===== src/hdl/esps_pkg.sv =====
// ----------------------------------------------------------------------------
// esps_pkg
// Shared types, constants and helpers for the encoder sub-step estimator.
// ----------------------------------------------------------------------------
package esps_pkg;

    // divider dividend width: slope numerators reach 52 bits plus sign
    localparam int DivNumW = 53;
    localparam int DivCntW = $clog2(DivNumW);
    localparam int MulW    = 33;

    localparam int FineShift  = 20;
    localparam int UsShift    = 16;
    localparam int PrimeOfs   = 32;
    localparam int UsScale    = 62500;

    // configuration register indexes
    localparam logic [1:0] CfgPhaseSplit = 2'd0;
    localparam logic [1:0] CfgIdleLimit  = 2'd1;
    localparam logic [1:0] CfgClkPerUs   = 2'd2;

    localparam logic [8:0] PhaseSplitRst = 9'd128;
    localparam logic [7:0] IdleLimitRst  = 8'd3;
    localparam logic [7:0] ClkPerUsRst   = 8'd125;

    // request to the shared divider
    typedef struct packed {
        logic               start;
        logic [DivNumW-1:0] num;
        logic [31:0]        den;
    } t_div_req;

    // first sub-step of a step: even step at 0, odd step at phase split
    function automatic logic [31:0] step_start(input logic [31:0] step,
                                               input logic [8:0] split);
        logic [31:0] base;
        base = {step[24:1], 8'd0};
        return base + (step[0] ? {23'd0, split} : 32'd0);
    endfunction

    // slope numerator: position delta scaled by 2^20
    function automatic logic [DivNumW-1:0] slope_num(input logic [31:0] dpos);
        return {{(DivNumW-32-FineShift){dpos[31]}}, dpos, {FineShift{1'b0}}};
    endfunction

endpackage


===== src/hdl/esps_mul.sv =====
// ----------------------------------------------------------------------------
// esps_mul
// Shared registered signed multiplier for the speed and offset products.
// ----------------------------------------------------------------------------
module esps_mul (
    input  logic                                 i_clk,
    input  logic signed [esps_pkg::MulW-1:0]     i_a,
    input  logic signed [esps_pkg::MulW-1:0]     i_b,
    output logic signed [2*esps_pkg::MulW-1:0]   o_p
);
    import esps_pkg::*;

    logic signed [2*MulW-1:0] r_p;

    // product registered before use
    always_ff @(posedge i_clk) begin
        r_p <= i_a * i_b;
    end

    assign o_p = r_p;

endmodule


===== config.mk =====
export PLATFORM = sky130hd
export DESIGN_NAME = esps_mul
export DESIGN_NICKNAME = d
export VERILOG_FILES = /design/src/hdl/esps_pkg.sv /design/src/hdl/esps_mul.sv
export SDC_FILE = /design/constraint.sdc
export NUM_CORES = 2
export LEC_CHECK = 0
export BUFFER_PORTS_ARGS = -buffer_cell sky130_fd_sc_hd__buf_2
export CORE_ASPECT_RATIO = 1.5
export CORE_MARGIN = 2
export CORE_UTILIZATION = 60
export CTS_CLUSTER_SIZE = 10
export DETAILED_ROUTE_END_ITERATION = 10
export PLACE_DENSITY_LB_ADDON = 0.3
export REMOVE_ABC_BUFFERS = 1
export SLEW_MARGIN = 25
export SYNTH_ARGS = -nofsm -noshare
export SYNTH_HDL_FRONTEND = slang
export SYNTH_SLANG_ARGS = --single-unit

===== constraint.sdc =====
create_clock -name i_clk -period 16.9 [get_ports i_clk]
set_clock_uncertainty 0.15 [all_clocks]
set_input_delay 2.535 -clock i_clk [delete_from_list [all_inputs] [get_ports i_clk]]
set_output_delay 2.535 -clock i_clk [all_outputs]
set_load 0.01 [all_outputs]

After elaboration in Yosys (flattened, before gate mapping)
Cells that the tools add are included.

Bits of input ports: 67. Word-level logic and storage cells: 2. Output and inout port bits: 66. Register bits after elaboration: 66.

$mul: 1.

Operator list (number): $mul 33x33->66 (1).

Longest topological paths before layout
Word-level depth: 1. Gate-level depth with buffers: 27. Gate-level depth less buffers: 26.

Worst setup path before layout
OpenSTA, ideal clock, no wires.

Path kind: input -> register. Start point: input port i_a[32] in the netlist's numbering. End point: register r_p[62] (netlist: o_p[62]). Setup time: 0.079 ns. Cell stages on the path: 23. Data arrival time: 9.692 ns. Path slack: 6.979 ns. Cells stage by stage: clkbuf_1 > nand2_1 > inv_1 > fa_1 > fa_1 > fa_1 > fa_1 > fa_1 > fa_1 > fa_1 > inv_1 > fa_1 > inv_1 > ha_1 > clkbuf_1 > and3_1 > nand3_1 > nand2b_1 > a2111oi_4 > a211oi_4 > a21o_2 > a21o_1 > a211oi_2.

Longest elaborated chain between the ends: 1.

RTL lines: start, declared (line esps_mul.sv:7) `input logic signed [esps_pkg::MulW-1:0] i_a,`; $mul 33x33->66 (line esps_mul.sv:17) `r_p <= i_a * i_b;`; end signal, assigned (line esps_mul.sv:17); end, declared (line esps_mul.sv:13) `logic signed [2*MulW-1:0] r_p;`.

No other way between the ends.

Worst setup path in the final report
Start point: input port i_b[9] in the netlist's numbering. End point: register r_p[64] (netlist: o_p[64]).

Longest elaborated chain between the ends: 1.

RTL lines: start, declared (line esps_mul.sv:8) `input logic signed [esps_pkg::MulW-1:0] i_b,`; $mul 33x33->66 (line esps_mul.sv:17).

No other way between the ends.

==> results.tsv <==
stage	metric	value	unit
sta	period_needed	10.43	ns
critical_path	crit_fanout	33	
sta	report.final.slew_viol_count	0	
global_route	grt-ovfl-total	0	
final_layout	final_core_util	0.623	
sta	worst_pin_slew	0.969	ns
clock_network	clock_path_buffers	2	
yosys	synth_top_cell_area_share	0.563	
sta	slew-limit-headroom	0.354	
yosys	synth_area_per_cell	9.39	um^2
yosys	syn-cell-area	40700	um^2
place	hpwl	89500	um
yosys	synth_top_area_cell	fa_1	
detailed_routing	drtIter0Drc	1610	
yosys	synth-seq-cells	66	
clock_network	cts_tree	built	
hold_path	hold_depth	2	
sta	setup_viol	0	
global_route	grt_pass1_vias	33100	
sta	hold_violations	0	
detailed_routing	postRouteAntennaNets	0	
floorplanning	dieHeight	323	um
sta	fmax	0.0959	GHz
clock_network	cts_setup_buffers	0	
final_layout	final_nets	5702	
final_layout	fin_area	42000	um^2
critical_path	critPathKind	in2reg	
yosys	synth_ff_type	dfxtp_1	
global_route	antenna_found_initial	2	
yosys	ys_types	80	
final_layout	largest_reg_flops	66	
hold_path	worstHoldPathType	in2reg	
floorplanning	ios	133	
yosys	yosysSeqAreaShare	0.0324	
yosys	ys_top_cells_by_area	fa_1, inv_1, and2_1, ha_1, nand2_1	
detailed_routing	drt-vias-per-instance	5.64	
yosys	synth_edf_count	0	
yosys	ys_warn_count	0	
clock_network	cts_resized	0	
detailed_routing	wl_per_cell	21.1	um
detailed_routing	vias	29200	
global_route	grt_pass1_wl	174000	um
clock_network	cts.sinks	66	
critical_path	required	17.02	ns
global_route	grt_max_degree	34	
clock_network	root_buffer	clkbuf_16	
floorplanning	die_w	217	um
sta	setup-tns-final	0	ns
clock_network	h-tree-depth	3	
detailed_routing	drt_pass1_iterations	6	
critical_path	cp-end-kind	register	
floorplanning	die_area	70000	um^2
clock_network	cts_made_buffers	9	
detailed_routing	drc	0	
yosys	syn-instance-count	4338	
run	max_cap_violations	0	
clock_network	ctsHoldBuffers	0	
floorplanning	rows	117	
sta	fin_crit_sh	0.617	
hold_path	hp-start	i_b[0]	
place	dpl_cell_area	41800	um^2
floorplanning	core_area	67500	um^2
place	portBuffers	132	
hold_path	min_to	o_p[0]	
final_layout	area_growth	3.21	%
clock_network	clk_pin_slew	0.07	ns
place	place_congestion	0.935	
critical_path	start_kind	input port	
floorplanning	start_util	0.604	
global_route	grtUsageTotal	0.331	
yosys	synthArstFlopShare	0	
critical_path	arrival	10.54	ns
detailed_routing	wirelength	109000	um
sta	rsz0062_at_grt	no	
status	run_status	finished clean	
final_layout	final_layout_size_suffix_gt1_frac	0.0465	
[cell type report]
type	instances	area, um^2
Antenna cell	3	7.51
Clock buffer	10	229
Clock inverter	6	43.8
Fill cell	5592	25400
Inverter	1131	4250
Multi-Input combinational cell	2920	34300
Sequential cell	66	1320
Tap cell	892	1120
Timing Repair Buffer	145	758
[per-stage QoR]
step | instances | worst slack (ns) | hold WS (ns)
finish | 5173 | 6.47 | 2.62
global placement | 5154 | 6.19 | 2.78
global route | 5170 | 6.21 | 2.62
CTS | 5170 | 6.39 | 2.61
detailed placement | 5154 | 6.04 | 2.78
floorplan | 4117 | 7.33 | 2.51
[cell usage after synthesis (all sizes together) (26+ instances only)]
master / count
nor2: 68
clkbuf: 208
and2: 563
o21ai: 33
nand3: 26
dfxtp: 66
ha: 217
fa: 1145
a21o: 38
xnor2: 43
nand2: 551
inv: 1131
a21oi: 61
[metal layers]
layer	vias to the layer above	track usage	part of all wire
met2	1167	0.617	0.55
li1	12200	-	-
met1	15300	0.329	0.30
met3	520	0.0367	0.046
met5	-	0	0
met4	0	0.275	0.10
[cells in the final DEF (no fill, tap or decap), types with 4 or more instances in the layout]
master | netlist | final
xor2_1 | 25 | 25
o21ai_0 | 25 | 25
clkbuf_16 | 0 | 9
nand3_1 | 25 | 25
o21ai_1 | 6 | 6
inv_1 | 1131 | 1131
a211o_1 | 6 | 6
xnor2_1 | 43 | 43
a31oi_1 | 8 | 8
dfxtp_1 | 66 | 66
buf_2 | 11 | 132
nor2b_1 | 5 | 5
buf_4 | 0 | 13
ha_1 | 217 | 217
nand2b_1 | 12 | 12
a211oi_1 | 7 | 7
o21bai_1 | 11 | 11
and4_1 | 5 | 5
nand2_1 | 551 | 551
fa_1 | 1145 | 1143
nor3_1 | 7 | 7
and3_1 | 5 | 5
o21a_1 | 6 | 6
a21oi_1 | 57 | 57
a21o_1 | 36 | 36
nor2_1 | 68 | 68
o211ai_1 | 4 | 4
and2_1 | 562 | 562
nand4_1 | 11 | 11
[worst max-delay path, stage by stage]
cell	delay (ns)
buf_2	0.65
nand2_1	0.28
fa_1	0.78
fa_1	0.54
fa_1	0.56
inv_1	0.05
fa_1	0.48
fa_1	0.65
fa_1	0.46
fa_1	0.50
inv_1	0.06
fa_1	0.48
inv_1	0.04
ha_1	0.43
nand3_1	0.27
nor2_1	0.30
nand2_1	0.14
nor3_1	0.50
o311ai_4	0.26
nand3_2	0.19
a211oi_1	0.09
a311oi_1	0.26
[worst max path at each step]
stage | startpoint | to | slack [ns]
2_1_floorplan | i_b[0] | o_p[62] | 7.33
3_3_place_gp | i_b[6] | o_p[62] | 6.19
3_5_place_dp | i_b[6] | o_p[58] | 6.04
4_1_cts | i_b[6] | o_p[62] | 6.39
5_1_grt | i_b[9] | o_p[62] | 6.21
6_report | i_b[9] | o_p[64] | 6.47
[cell families (layout without fill, tap and decap cells)]
group	Yosys count	after routing	synth area share
AOI/OAI and AO/OA	219	219	0.0407
xor gates and xnor gates	68	68	0.0146
adders and majority gates	1362	1362	0.629
buffers and inverters	1352	1292	0.125
DFF	66	66	0.0324
other	0	3	0
and+or+nand+nor	1271	1271	0.158
Power is not shown: default switching activity piles up to over one toggle a cycle in this logic, so the estimate is an artifact.
