**src/hdl/esps_pkg.sv**
```systemverilog
// ----------------------------------------------------------------------------
// esps_pkg
// Shared types, constants and helpers for the encoder sub-step estimator.
// ----------------------------------------------------------------------------
package esps_pkg;

    // divider dividend width: slope numerators reach 52 bits plus sign
    localparam int DivNumW = 53;
    localparam int DivCntW = $clog2(DivNumW);
    localparam int MulW    = 33;

    localparam int FineShift  = 20;
    localparam int UsShift    = 16;
    localparam int PrimeOfs   = 32;
    localparam int UsScale    = 62500;

    // configuration register indexes
    localparam logic [1:0] CfgPhaseSplit = 2'd0;
    localparam logic [1:0] CfgIdleLimit  = 2'd1;
    localparam logic [1:0] CfgClkPerUs   = 2'd2;

    localparam logic [8:0] PhaseSplitRst = 9'd128;
    localparam logic [7:0] IdleLimitRst  = 8'd3;
    localparam logic [7:0] ClkPerUsRst   = 8'd125;

    // request to the shared divider
    typedef struct packed {
        logic               start;
        logic [DivNumW-1:0] num;
        logic [31:0]        den;
    } t_div_req;

    // first sub-step of a step: even step at 0, odd step at phase split
    function automatic logic [31:0] step_start(input logic [31:0] step,
                                               input logic [8:0] split);
        logic [31:0] base;
        base = {step[24:1], 8'd0};
        return base + (step[0] ? {23'd0, split} : 32'd0);
    endfunction

    // slope numerator: position delta scaled by 2^20
    function automatic logic [DivNumW-1:0] slope_num(input logic [31:0] dpos);
        return {{(DivNumW-32-FineShift){dpos[31]}}, dpos, {FineShift{1'b0}}};
    endfunction

endpackage

```
**src/hdl/esps_div.sv**
```systemverilog
// ----------------------------------------------------------------------------
// esps_div
// Iterative signed divider, one quotient bit per cycle, saturating to int32.
// ----------------------------------------------------------------------------
module esps_div (
    input  logic                i_clk,
    input  logic                i_rst_n,
    input  esps_pkg::t_div_req  i_req,
    output logic                o_done,
    output logic signed [31:0]  o_quo
);
    import esps_pkg::*;

    logic               r_busy;
    logic [DivCntW-1:0] r_cnt;
    logic [31:0]        r_rem;
    logic [DivNumW-1:0] r_acc;
    logic [31:0]        r_den;
    logic               r_neg;
    logic               r_done;
    logic signed [31:0] r_quo;

    logic [DivNumW-1:0] num_mag;
    logic [31:0]        den_mag;
    logic [32:0]        rem_sh;
    logic               ge;
    logic [31:0]        rem_n;
    logic [DivNumW-1:0] acc_n;
    logic signed [31:0] sat_q;

    // operand magnitudes
    assign num_mag = i_req.num[DivNumW-1] ? (DivNumW'(0) - i_req.num) : i_req.num;
    assign den_mag = i_req.den[31] ? (32'd0 - i_req.den) : i_req.den;

    // one restoring step
    assign rem_sh = {r_rem, r_acc[DivNumW-1]};
    assign ge     = rem_sh >= {1'b0, r_den};
    assign rem_n  = ge ? 32'(rem_sh - {1'b0, r_den}) : rem_sh[31:0];
    assign acc_n  = {r_acc[DivNumW-2:0], ge};

    // signed result with saturation
    always_comb begin
        if (r_neg) begin
            if (acc_n > DivNumW'(64'h8000_0000)) sat_q = 32'sh8000_0000;
            else sat_q = $signed(32'd0 - acc_n[31:0]);
        end else begin
            if (acc_n > DivNumW'(64'h7FFF_FFFF)) sat_q = 32'sh7FFF_FFFF;
            else sat_q = $signed(acc_n[31:0]);
        end
    end

    always_ff @(posedge i_clk) begin
        if (!i_rst_n) begin
            r_busy <= 1'b0;
            r_done <= 1'b0;
            r_cnt  <= '0;
        end else begin
            r_done <= 1'b0;
            if (i_req.start) begin
                if (i_req.den == 32'd0) begin
                    // divide by zero saturates by dividend sign
                    r_done <= 1'b1;
                    r_quo  <= i_req.num[DivNumW-1] ? 32'sh8000_0000 : 32'sh7FFF_FFFF;
                end else begin
                    r_busy <= 1'b1;
                    r_cnt  <= DivCntW'(DivNumW-1);
                    r_rem  <= '0;
                    r_acc  <= num_mag;
                    r_den  <= den_mag;
                    r_neg  <= i_req.num[DivNumW-1] ^ i_req.den[31];
                end
            end else if (r_busy) begin
                r_rem <= rem_n;
                r_acc <= acc_n;
                r_cnt <= r_cnt - 1'b1;
                if (r_cnt == '0) begin
                    r_busy <= 1'b0;
                    r_done <= 1'b1;
                    r_quo  <= sat_q;
                end
            end
        end
    end

    assign o_done = r_done;
    assign o_quo  = r_quo;

    // checks
    a_no_restart: assert property (@(posedge i_clk) disable iff (!i_rst_n)
        i_req.start |-> !r_busy) else $error("divider restarted while busy");
    a_done_idle: assert property (@(posedge i_clk) disable iff (!i_rst_n)
        r_done |-> !r_busy) else $error("divider done while still busy");

endmodule

```
**config.mk**
```make
export PLATFORM = sky130hd
export DESIGN_NAME = esps_div
export DESIGN_NICKNAME = d
export VERILOG_FILES = /design/src/hdl/esps_pkg.sv /design/src/hdl/esps_div.sv
export SDC_FILE = /design/constraint.sdc
export NUM_CORES = 1
export LEC_CHECK = 0
export ABC_CLOCK_PERIOD_IN_PS = 9400
export BUFFER_PORTS_ARGS = -buffer_cell sky130_fd_sc_hd__buf_2
export CAP_MARGIN = 10
export CORE_MARGIN = 10
export CORE_UTILIZATION = 60
export DETAILED_ROUTE_END_ITERATION = 16
export PLACE_DENSITY_LB_ADDON = 0.25
export SETUP_SLACK_MARGIN = 0.4
export SKIP_LAST_GASP = 1
export SLEW_MARGIN = 10
export SYNTH_ARGS = -nofsm -noshare
export SYNTH_HDL_FRONTEND = slang
export SYNTH_SLANG_ARGS = --single-unit
```
**constraint.sdc**
```tcl
create_clock -name i_clk -period 9.4 [get_ports i_clk]
set_clock_uncertainty 0.15 [all_clocks]
set_input_delay 1.41 -clock i_clk [delete_from_list [all_inputs] [get_ports i_clk]]
set_output_delay 1.41 -clock i_clk [all_outputs]
set_load 0.02 [all_outputs]
```
# ---- Word-level counts from Yosys, hierarchy flattened
# Index checks and enable logic that the tools add are counted.
dict set report totals {
  ff_bits 158
  in_bits 88
  output_inout_bits 33
  elab_cells 57
}
dict set report op_classes {
  add_sub_neg 5
  n_lt_le_gt_ge 3
  eq_ne 2
  n_mux 28
  bitwise 2
  n_reduce_logical 8
}
# operator n
set op_table {}
lappend op_table {{$mux 32} 12}
lappend op_table {{$mux 53} 4}
lappend op_table {{$sub 1x32->32 const A} 2}
lappend op_table {{$gt 53x31->1 const B} 1}
lappend op_table {{$gt 53x32->1 const B} 1}
lappend op_table {{$sub 1x53->53 const A} 1}
lappend op_table {{$ge 33x32->1} 1}
lappend op_table {{$logic_not 32->1} 1}
lappend op_table {{$sub 32x32->32} 1}
lappend op_table {{$mux 31} 1}
lappend op_table {{$mux 6} 3}
lappend op_table {{$mux 1} 8}
lappend op_table {{$logic_not 6->1} 1}
lappend op_table {{$reduce_and 3->1} 2}
lappend op_table {{$sub 6x1->6 const B} 1}
lappend op_table {{$reduce_and 4->1} 1}
lappend op_table {{$reduce_bool 2->1} 2}
lappend op_table {{$ne 2x1->1 const B} 1}
lappend op_table {{$ne 2x2->1 const B} 1}
lappend op_table {{$reduce_and 2->1} 1}
lappend op_table {{$not 1->1} 1}
lappend op_table {{$xor 1x1->1} 1}

# ---- Logic depth before layout (Yosys ltp)
# Gate-level depths: netlist of the first run.
dict set report logic_depth {
  ltp_word 7
  mapped_depth 23
  depth_no_buf 20
}

# ---- Worst setup path before layout of the first run
# No wires, ideal clock.
dict set report synth_timing {
  path_kind {in2reg}
  from {input port i_req[0] (netlist name)}
  to {register r_acc[0] (enable)}
  setup_time_ps 557
  arrival_ps 6423
  required_ps 8693
  slack_ps 2270
  stages 8
  n_path_buf 1
  cell_sequence {inv_1 ha_1 nand3_1 or4_1 clkbuf_1 or3_1 nor3_1 a21oi_1}
}
dict set report synth_between {
  elab_chain_cells 3
}
# item line
set synth_rtl {}
lappend synth_rtl {{start, declared} esps_div.sv:8} ;# input esps_pkg::t_div_req i_req,
lappend synth_rtl {{$logic_not 32->1} esps_div.sv:60} ;# if (i_req.den == 32'd0) begin
lappend synth_rtl {{$ne 2x2->1 (no line)} --}
lappend synth_rtl {{$reduce_and 3->1 (no line)} --}
lappend synth_rtl {{end signal, assigned} esps_div.sv:68} ;# r_acc <= num_mag;
lappend synth_rtl {{end signal, assigned} esps_div.sv:74} ;# r_acc <= acc_n;
lappend synth_rtl {{end, declared} esps_div.sv:17} ;# logic [DivNumW-1:0] r_acc;
# Every way passes these cells.
# A chain may end at the register's enable or synchronous reset.

# ---- Final worst setup path of the first run
dict set report layout_timing {
  from {register r_rem[11]}
  to {register r_quo[25], in the netlist o_quo[25], data pin}
}
dict set report layout_between {
  elab_chain_cells 7
  word_cells_on_any_way 10
}
# item line
set layout_rtl {}
lappend layout_rtl {{start, declared} esps_div.sv:16} ;# logic [31:0] r_rem;
lappend layout_rtl {{start signal, assigned} esps_div.sv:73} ;# r_rem <= rem_n;
lappend layout_rtl {{$ge 33x32->1 (*)} esps_div.sv:37} ;# assign ge = rem_sh >= {1'b0, r_den};
lappend layout_rtl {{$gt 53x31->1 (tied with other cells)} esps_div.sv:47} ;# if (acc_n > DivNumW'(64'h7FFF_FFFF)) sat_q = 32'sh7FFF_FFFF;
lappend layout_rtl {{$mux 32, on equally long branches} {esps_div.sv:47, esps_div.sv:44}}
lappend layout_rtl {{$mux 32 (*)} esps_div.sv:43} ;# if (r_neg) begin
lappend layout_rtl {{$mux 32 (*)} esps_div.sv:76} ;# if (r_cnt == '0) begin
lappend layout_rtl {{$mux 32 (*)} esps_div.sv:72} ;# end else if (r_busy) begin
lappend layout_rtl {{$mux 32 (*)} esps_div.sv:59} ;# if (i_req.start) begin
lappend layout_rtl {{end signal, assigned} esps_div.sv:63} ;# r_quo <= i_req.num[DivNumW-1] ? 32'sh8000_0000 : 32'sh7FFF_FFFF;
lappend layout_rtl {{end signal, assigned} esps_div.sv:79} ;# r_quo <= sat_q;
lappend layout_rtl {{end, declared} esps_div.sv:21} ;# logic signed [31:0] r_quo;
# Mark *: on every way between the ends. The rest lies on a longest branch, timed or not. The select of a mux whose other input is x is not followed.

==> results of run 1 <==
[cells by family after synthesis]
family                   count (synthesis)
AO/OA/AOI/OAI                          350
XOR/XNOR                               118
adder cells (fa/ha/maj)                 39
buffers and inverters                  111
flip-flops                             158
multiplexers                             2
AND/OR/NAND/NOR                        353
[cell type report]
type	instances	area, µm²	share of cell area (%)
Inverter	57	214	1.80
Timing Repair Buffer	126	648	5.45
Tap cell	225	282	2.37
Clock buffer	18	429	3.61
Multi-Input combinational cell	862	5490	46.1
Clock inverter	14	169	1.42
Sequential cell	158	4660	39.2
Antenna cell	4	10.0	0.0841
[cell usage in the layout (no fill, tap or decap), types with 11 or more instances in the layout]
cell type,synthesis,final
xnor2_1,57,57
or4_1,17,17
o41ai_1,11,11
nor3_1,30,30
clkbuf_16,0,17
nand2_1,99,99
ha_1,38,38
nor4_1,18,18
or3_1,21,21
edfxtp_1,150,150
a21oi_1,140,137
o21ai_0,83,82
o211ai_1,16,16
nand3_1,15,15
nor2_1,91,90
or2_2,11,11
a21o_1,15,15
inv_1,55,55
buf_2,1,119
o31ai_1,28,28
xor2_1,61,61
[synthesized netlist by cell type, types with 3 or more instances]
| cell | count |
|---|---|
| xnor2_1 | 57 |
| a211oi_1 | 10 |
| o21ai_0 | 83 |
| a211o_1 | 3 |
| o21a_1 | 6 |
| nor3_1 | 30 |
| clkbuf_1 | 48 |
| nor2_1 | 91 |
| o31ai_1 | 28 |
| a21oi_1 | 140 |
| a21o_1 | 15 |
| or3_1 | 21 |
| o41ai_1 | 11 |
| nor2b_1 | 8 |
| nand2b_1 | 7 |
| o41ai_2 | 3 |
| o31a_1 | 4 |
| a31oi_1 | 10 |
| nor4_1 | 18 |
| ha_1 | 38 |
| edfxtp_1 | 150 |
| and4_1 | 4 |
| nand4_1 | 10 |
| nand3_1 | 15 |
| o211ai_1 | 16 |
| nor3b_1 | 3 |
| or4_1 | 17 |
| and3_1 | 4 |
| inv_1 | 55 |
| and2_1 | 4 |
| xor2_1 | 61 |
| buf_1 | 3 |
| nand2_1 | 99 |
| or2_2 | 11 |
| o21bai_1 | 3 |
| dfxtp_1 | 8 |
[routing by layer]
layer	part of all wire [%]	global-route usage [%]	vias up
li1	-	-	4375
met1	45	29.5	4206
met2	47	35.2	299
met3	6.5	4.88	33
met4	1.5	5.99	0
met5	0	0	-
[registers in the layout, indices dropped and copies added (netlist names)]
| register | flops |
|---|---|
| o_quo | 32 |
| o_done | 1 |
| r_neg | 1 |
| r_cnt | 6 |
| r_rem | 32 |
| r_den | 32 |
| r_acc | 53 |
| r_busy | 1 |
[worst min-delay path: cells and delay by family (launching register included)]
| family | cells | cell delay, ps |
|---|---|---|
| DFF | 1 | 320 |
| and+or+nand+nor | 1 | 60 |
| AOI/OAI and AO/OA | 1 | 50 |
[worst max-delay path by stage]
stage                       startpoint                   to  cells past startpoint
2_1_floorplan                 i_req[0]   r_acc[0]$_DFFE_PP_                      8
3_3_place_gp   r_rem[11]$_SDFFCE_PP0P_  o_quo[25]$_DFFE_PP_                     19
3_5_place_dp   r_rem[11]$_SDFFCE_PP0P_   o_quo[3]$_DFFE_PP_                     19
4_1_cts        r_rem[11]$_SDFFCE_PP0P_   o_quo[3]$_DFFE_PP_                     19
5_1_grt        r_rem[11]$_SDFFCE_PP0P_   o_quo[5]$_DFFE_PP_                     19
6_report       r_rem[11]$_SDFFCE_PP0P_  o_quo[25]$_DFFE_PP_                     19
[metrics by stage]
stage | util (%) | setup slack [ps]
after floorplan | - | 2270
after global placement | 65.5 | 3740
after detailed placement | 65.5 | 3550
after CTS | 69.0 | 3510
after global routing | 69.0 | 2990
final | 69.0 | 3390
[where the power goes]
group	leakage, nW	switching (mW)	internal, mW
sequential	1.47	0.0387	0.840
clock	0.282	0.284	0.418
combinational	2.63	0.264	0.177
==> metrics.md, run 1 <==
| Metric | Value |
|---|---|
| Synth Register Bits | `158` |
| Period utilisation layout | `63.9%` |
| Port bufs | `120` |
| F_max | `~170 MHz` |
| Dominant synthesized flop cell | `edfxtp_1` |
| Peak VDD IR | `between 100 and 150 µV` |
| Max-cap check violation count | `0` |
| Clock Tree Buf Depth | `2` |
| Io pins | `121` |
| Worst-Margin Slew | `approximately 1200 ps` |
| Tot Pwr | `approximately 2.0 mW` |
| Hold/Removal Path Class | `reg -> reg` |
| Vias/cell | `just over 6` |
| Gp weighted congestion | `0.922` |
| Placed Instance Area | `approximately 11,000 µm²` |
| Num CTS Buffers | `17` |
| Cell family contributing the most delay on the critical path | `simple AND/OR/NAND/NOR gates` |
| Worst r2r path cells | `19` |
| R2r endpoint | `o_quo[25]$_DFFE_PP_` |
| Yosys top cell area share | `42.7%` |
| Share of layout cells above drive strength 1 | `14.9%` |
| Crit path required time | `9480 ps` |
| Crit start category | `register` |
| P_leak | `4.38 nW` |
| Hold Path End | `r_cnt[0]$_SDFFE_PN0P_` |
| Hold Worst Slack | `331 ps` |
| Minimum clock period | `6010 ps` |
| Async set-reset flop share out of synthesis | `0%` |
| EDFF count, synth | `150` |
| Resize count post-CTS | `0` |
| Largest stage delay on the critical path | `roughly 550 ps` |
| CTS sink cnt | `around 160` |
| CP cell instances | `ha_1 -> a21oi_1 -> o21a_1 -> o21ai_0 -> a31oi_1 -> o31a_1 -> o21a_1 -> o21ai_2 -> clkinv_1 -> ha_1 -> nand3b_1 -> nor4_1 -> nand2_1 -> o31a_1 -> nor2_2 -> nand2_2 -> nor4_1 -> o21ai_0 -> o311ai_1` |
| Hold Crit Depth | `2` |
| DRT Pass-1 Iters | `5` |
| Largest family of logic cells by synthesized area | `compound AO/OA/AOI/OAI gates` |
| Arrival time worst endpoint | `6090 ps` |
| Reg2reg start | `r_rem[11]$_SDFFCE_PP0P_` |
| Antenna viol nets, final | `0` |
| Crit path buffers/inverters | `1` |
| Seq/Total Area, Yosys | `44.2%` |
| Cells after Synth | `about 1,100` |
| Largest net degree at the start of global routing | `119` |
| Post-CTS Setup Bufs | `0` |
| Num rows | `48` |
| Initial Utilization | `61.2%` |
| Synth area leader | `edfxtp_1` |
| Nets | `1,349` |
| Die Span Y | `153 µm` |
| Iter 0 DRT Violations | `921` |
| Gr usage total | `22.0%` |
| Skew-Pair Late Insertion Delay | `between 400 and 500 ps` |
| Post-Syn Nets | `~1,300` |
| Synth warn | `0` |
| # placed instances | `1,428` |
| Adder-Cell Fraction of Synth Area | `about 4.7%` |
| Depth of the CTS H-tree | `4` |
| Initial antenna violation count | `4` |
| Synth Area in XOR/XNOR | `9.80%` |
| CP max stage cell | `clkinv_1` |
| Compound-gate portion of the synthesized area | `about a fifth` |
| Max-slew headroom | `19.4%` |
| FILL cells | `1,378` |
| Vias in the first global route | `8,667` |
| Slew Viols, Final | `0` |
| Synth Cell Area | `approximately 11,000 µm²` |
| Area growth, synth to finish | `12.9%` |
| WS Path Type | `reg -> reg` |
| Die area | `23,300 µm²` |
| Top cells by area, synth | `edfxtp_1 43%, a21oi_1 6.6%, xor2_1 5.1%` |
| Outcome | `finished, final reports clean` |
| Clock slew at reported path FFs | `60 ps` |
| Via count | `roughly 8,900` |
| Finish-stage setup viols | `0` |
| Final Instance Area | `11,900 µm²` |
| Syn avg cell area | `9.32 µm²` |
| Power Density | `between 150 and 200 nW/µm²` |
| Final Non-Filler Cells | `about 1,500` |
| DRC | `0` |
| Number of library cell types mapped by synthesis | `66` |
| Worst hold path startpoint | `r_cnt[0]$_SDFFE_PN0P_` |
| Final wirelength | `26,400 µm` |
| Worst reg-to-reg setup slack | `3390 ps` |
| Hpwl dp | `~19,000 µm` |
| Unrepaired setup endpoints after global routing | `false` |
| Post-Synth Simple-Gate Area | `around 17%` |
| Final setup TNS | `0 ps` |
| Cts hold-fix bufs | `0` |
| Overflow after GRT | `0` |
| CTS tree | `done` |
| Worst-path fanout max | `27` |
| Crit end category | `register` |
| WL/cell | `about 18 µm` |
| Hold Violations, Final | `0` |
| Placeable Area | `17,200 µm²` |
| Post-synthesis mux area share | `0.202%` |
| CTS root buffer | `clkbuf_16` |
| DIE WIDTH | `153 µm` |
| First-pass GRT wire length | `43,400 µm` |
Note: power is estimated with default switching activity, not from simulation.
==> run 2: changes to the inputs <==
Settings changed: ABC_CLOCK_PERIOD_IN_PS 9400 to 5000, CORE_UTILIZATION 60 to 54.
Clock period 9.4 ns to 5 ns, I/O delays scaled along.
==> run 2 against run 1 <==
  * Critical path depth decreased by 5
  * Die area grew 9.6%
  * Utilization fell by 6.4 points
  * Clock-buffer cell count shrank 1
  * Sequential power up 88%
  * Worst setup slack worse by 2700 ps
  * Worst hold slack gained 6.3 ps
  * Flip-flop and latch count stayed put
  * Global-route usage down 2.0 points
  * Combinational power rose by 94%
  * Fmax increased by 39%
  * Final cell count grew 3.6%
==> metrics.md, run 2 (synthesis results as in run 1) <==
| Metric | Value |
|---|---|
| Reg2reg start | `r_rem[11]$_SDFFCE_PP0P_` |
| Skew-Pair Late Insertion Delay | `440 ps (+20 ps)` |
| Num CTS Buffers | `17 (unchanged)` |
| Initial antenna violation count | `1 (-3)` |
| Nets | `1,364 (+1.1%)` |
| DRT Pass-1 Iters | `5 (unchanged)` |
| Period utilisation layout | `86.8% (+23 points)` |
| Max reg flops | `53 (unchanged)` |
| Share of layout cells above drive strength 1 | `16.6% (+1.7 points)` |
| Crit start category | `register` |
| WL/cell | `17.6 µm (-2.6%)` |
| Tot Pwr | `3.81 mW (+89%)` |
| Depth of the CTS H-tree | `4 (unchanged)` |
| Port bufs | `120 (unchanged)` |
| Minimum clock period | `4340 ps (-1670 ps)` |
| Clock power frac | `34.4% (-0.3 points)` |
| Num rows | `51 (+6.3%)` |
| Final Non-Filler Cells | `1,516 (+3.6%)` |
| Area growth, synth to finish | `14.8%` |
| Pint | `2.67 mW (+86%)` |
| Worst-path fanout max | `46 (+70%)` |
| Net Sw Frac | `30.0% (+0.98 points)` |
| Final WS setup | `661 ps (-2730 ps)` |
| Crit path required time | `5020 ps (-4460 ps)` |
| Switching power total | `1.14 mW (+95%)` |
| Power Density | `315 nW/µm² (+86%)` |
| Io pins | `121 (unchanged)` |
| CP max stage cell | `edfxtp_1` |
| CTS sink cnt | `158 (unchanged)` |
| F_max | `230 MHz (+39%)` |
| Vias in the first global route | `8,563 (-1.2%)` |
| Cts hold-fix bufs | `0 (unchanged)` |
| CP startpoint | `r_rem[11]$_SDFFCE_PP0P_` |
| Peak VDD IR | `177 µV (+26%)` |
| Gp weighted congestion | `0.914 (-0.87%)` |
| Combinational Power Share | `22.4% (+0.6 points)` |
| Reg with most FFs | `r_acc` |
| Worst-Margin Slew | `1140 ps (-53.8 ps)` |
| Die Span Y | `160 µm (+4.7%)` |
| First-pass GRT wire length | `42,800 µm (-1.4%)` |
| DP Worst Slack | `370 ps (-3180 ps)` |
| DRC | `0 (unchanged)` |
| Hold/Removal Path Class | `reg -> reg` |
| Commonest non-fill, non-tap cell in the layout | `edfxtp_1` |
| Sequential power share | `43.2% (-0.3 points)` |
| Final core occ | `62.6% (-6.4 points)` |
| Largest net degree at the start of global routing | `104 (-13%)` |
| Via count | `8,983 (+0.79%)` |
| CP cell instances | `ha_2 -> and4_1 -> and2_1 -> nand4_1 -> o31a_1 -> o21a_2 -> o21ai_4 -> buf_6 -> ha_1 -> a31oi_1 -> a21o_1 -> o21ai_0 -> buf_4 -> o311ai_1` |
| Cell family contributing the most delay on the critical path | `compound AO/OA/AOI/OAI gates` |
| Final Instance Area | `12,100 µm² (+1.7%)` |
| Placeable Area | `19,300 µm² (+12%)` |
| # placed instances | `1,477 (+3.4%)` |
| Final setup TNS | `0 ps (unchanged)` |
| Placed Instance Area | `11,400 µm² (+1.3%)` |
| Hpwl dp | `19,100 µm (-0.27%)` |
| Outcome | `finished, final reports clean` |
| Clock slew at reported path FFs | `70 ps (about the same)` |
| Gr usage total | `20.1% (-2.0 points)` |
| WS Path Type | `reg -> reg` |
| Hold Worst Slack | `337 ps (+6.30 ps)` |
| CTS tree | `done` |
| Arrival time worst endpoint | `4360 ps (-1730 ps)` |
| Hold Violations, Final | `0 (unchanged)` |
| Iter 0 DRT Violations | `708 (-23%)` |
| Initial Utilization | `54.5% (-6.6 points)` |
| Clock Tree Buf Depth | `2 (unchanged)` |
| DIE WIDTH | `160 µm (+4.7%)` |
| Max-slew headroom | `24.1% (+4.7 points)` |
| Max-cap check violation count | `0 (unchanged)` |
| Vias/cell | `5.93 (-2.7%)` |
| CTS root buffer | `clkbuf_16` |
| Die area | `25,500 µm² (+9.6%)` |
| Worst hold path startpoint | `r_cnt[0]$_SDFFE_PN0P_` |
| Antenna viol nets, final | `0 (unchanged)` |
| P_leak | `4.49 nW (+2.3%)` |
| Slew Viols, Final | `0 (unchanged)` |
| Commonest non-fill, non-tap cells in the layout | `150 x edfxtp_1, 136 x a21oi_1, 119 x buf_2` |
| Overflow after GRT | `0 (unchanged)` |
| Crit end category | `register` |
| Crit path buffers/inverters | `2 (+1)` |
| Finish-stage setup viols | `0 (unchanged)` |
| Unrepaired setup endpoints after global routing | `false` |
| Largest stage delay on the critical path | `410 ps (-140 ps)` |
| Final wirelength | `26,600 µm (+0.82%)` |
==> run 2: path summary, 6_finish.rpt <==
| path | to | slack (ps) | cells after the start |
|---|---|---|---|
| worst max-delay path | o_quo[25]$_DFFE_PP_ | 660 | 14 |
| worst min-delay path | r_cnt[0]$_SDFFE_PN0P_ | 340 | 2 |
| worst min register to register | r_cnt[0]$_SDFFE_PN0P_ | 340 | 2 |
| worst max register to register | o_quo[25]$_DFFE_PP_ | 660 | 14 |
==> run 2: repair_timing <==
| action | CTS | global route |
|---|---|---|
| pin swaps | 1 | 2 |
| buffers inserted | 1 | 5 |
| gates cloned | 0 | 0 |
| setup endpoints to repair | 13 | 23 |
| gates resized for setup | 4 | 7 |
==> run 2: final cells by class <==
class                           count  area, µm²
Fill cell                        1651       7230
Tap cell                          265        332
Antenna cell                        1       2.50
Timing Repair Buffer              141        777
Sequential cell                   158       4660
Inverter                           57        214
Multi-Input combinational cell    862       5530
Clock inverter                     15        161
Clock buffer                       17        425
==> run 2: worst min-delay path: stages (launching register included) <==
cell and delay, ps:
dfxtp_1 320, nand3_1 60, a21oi_1 50
==> run 2: power by group through the flow <==
| stage | sequential [mW] | combinational, mW | clock, mW |
|---|---|---|---|
| final | 1.65 | 0.855 | 1.31 |
| after global routing | 1.66 | 0.959 | 1.37 |
| after CTS | 1.65 | 0.837 | 1.32 |
| after detailed placement | 1.67 | 0.827 | 0 |
| after global placement | 1.67 | 0.813 | 0 |
| after floorplan | 1.65 | 0.612 | 0 |
==> run 2: routing by layer <==
metal / share of wire [%] / up-vias / GRT usage [%]
met1: 43 / 4213 / 25.6
met4: 2.4 / 0 / 7.79
met5: 0 / - / 0
met3: 5.6 / 54 / 3.14
met2: 49 / 304 / 33.4
li1: - / 4412 / -
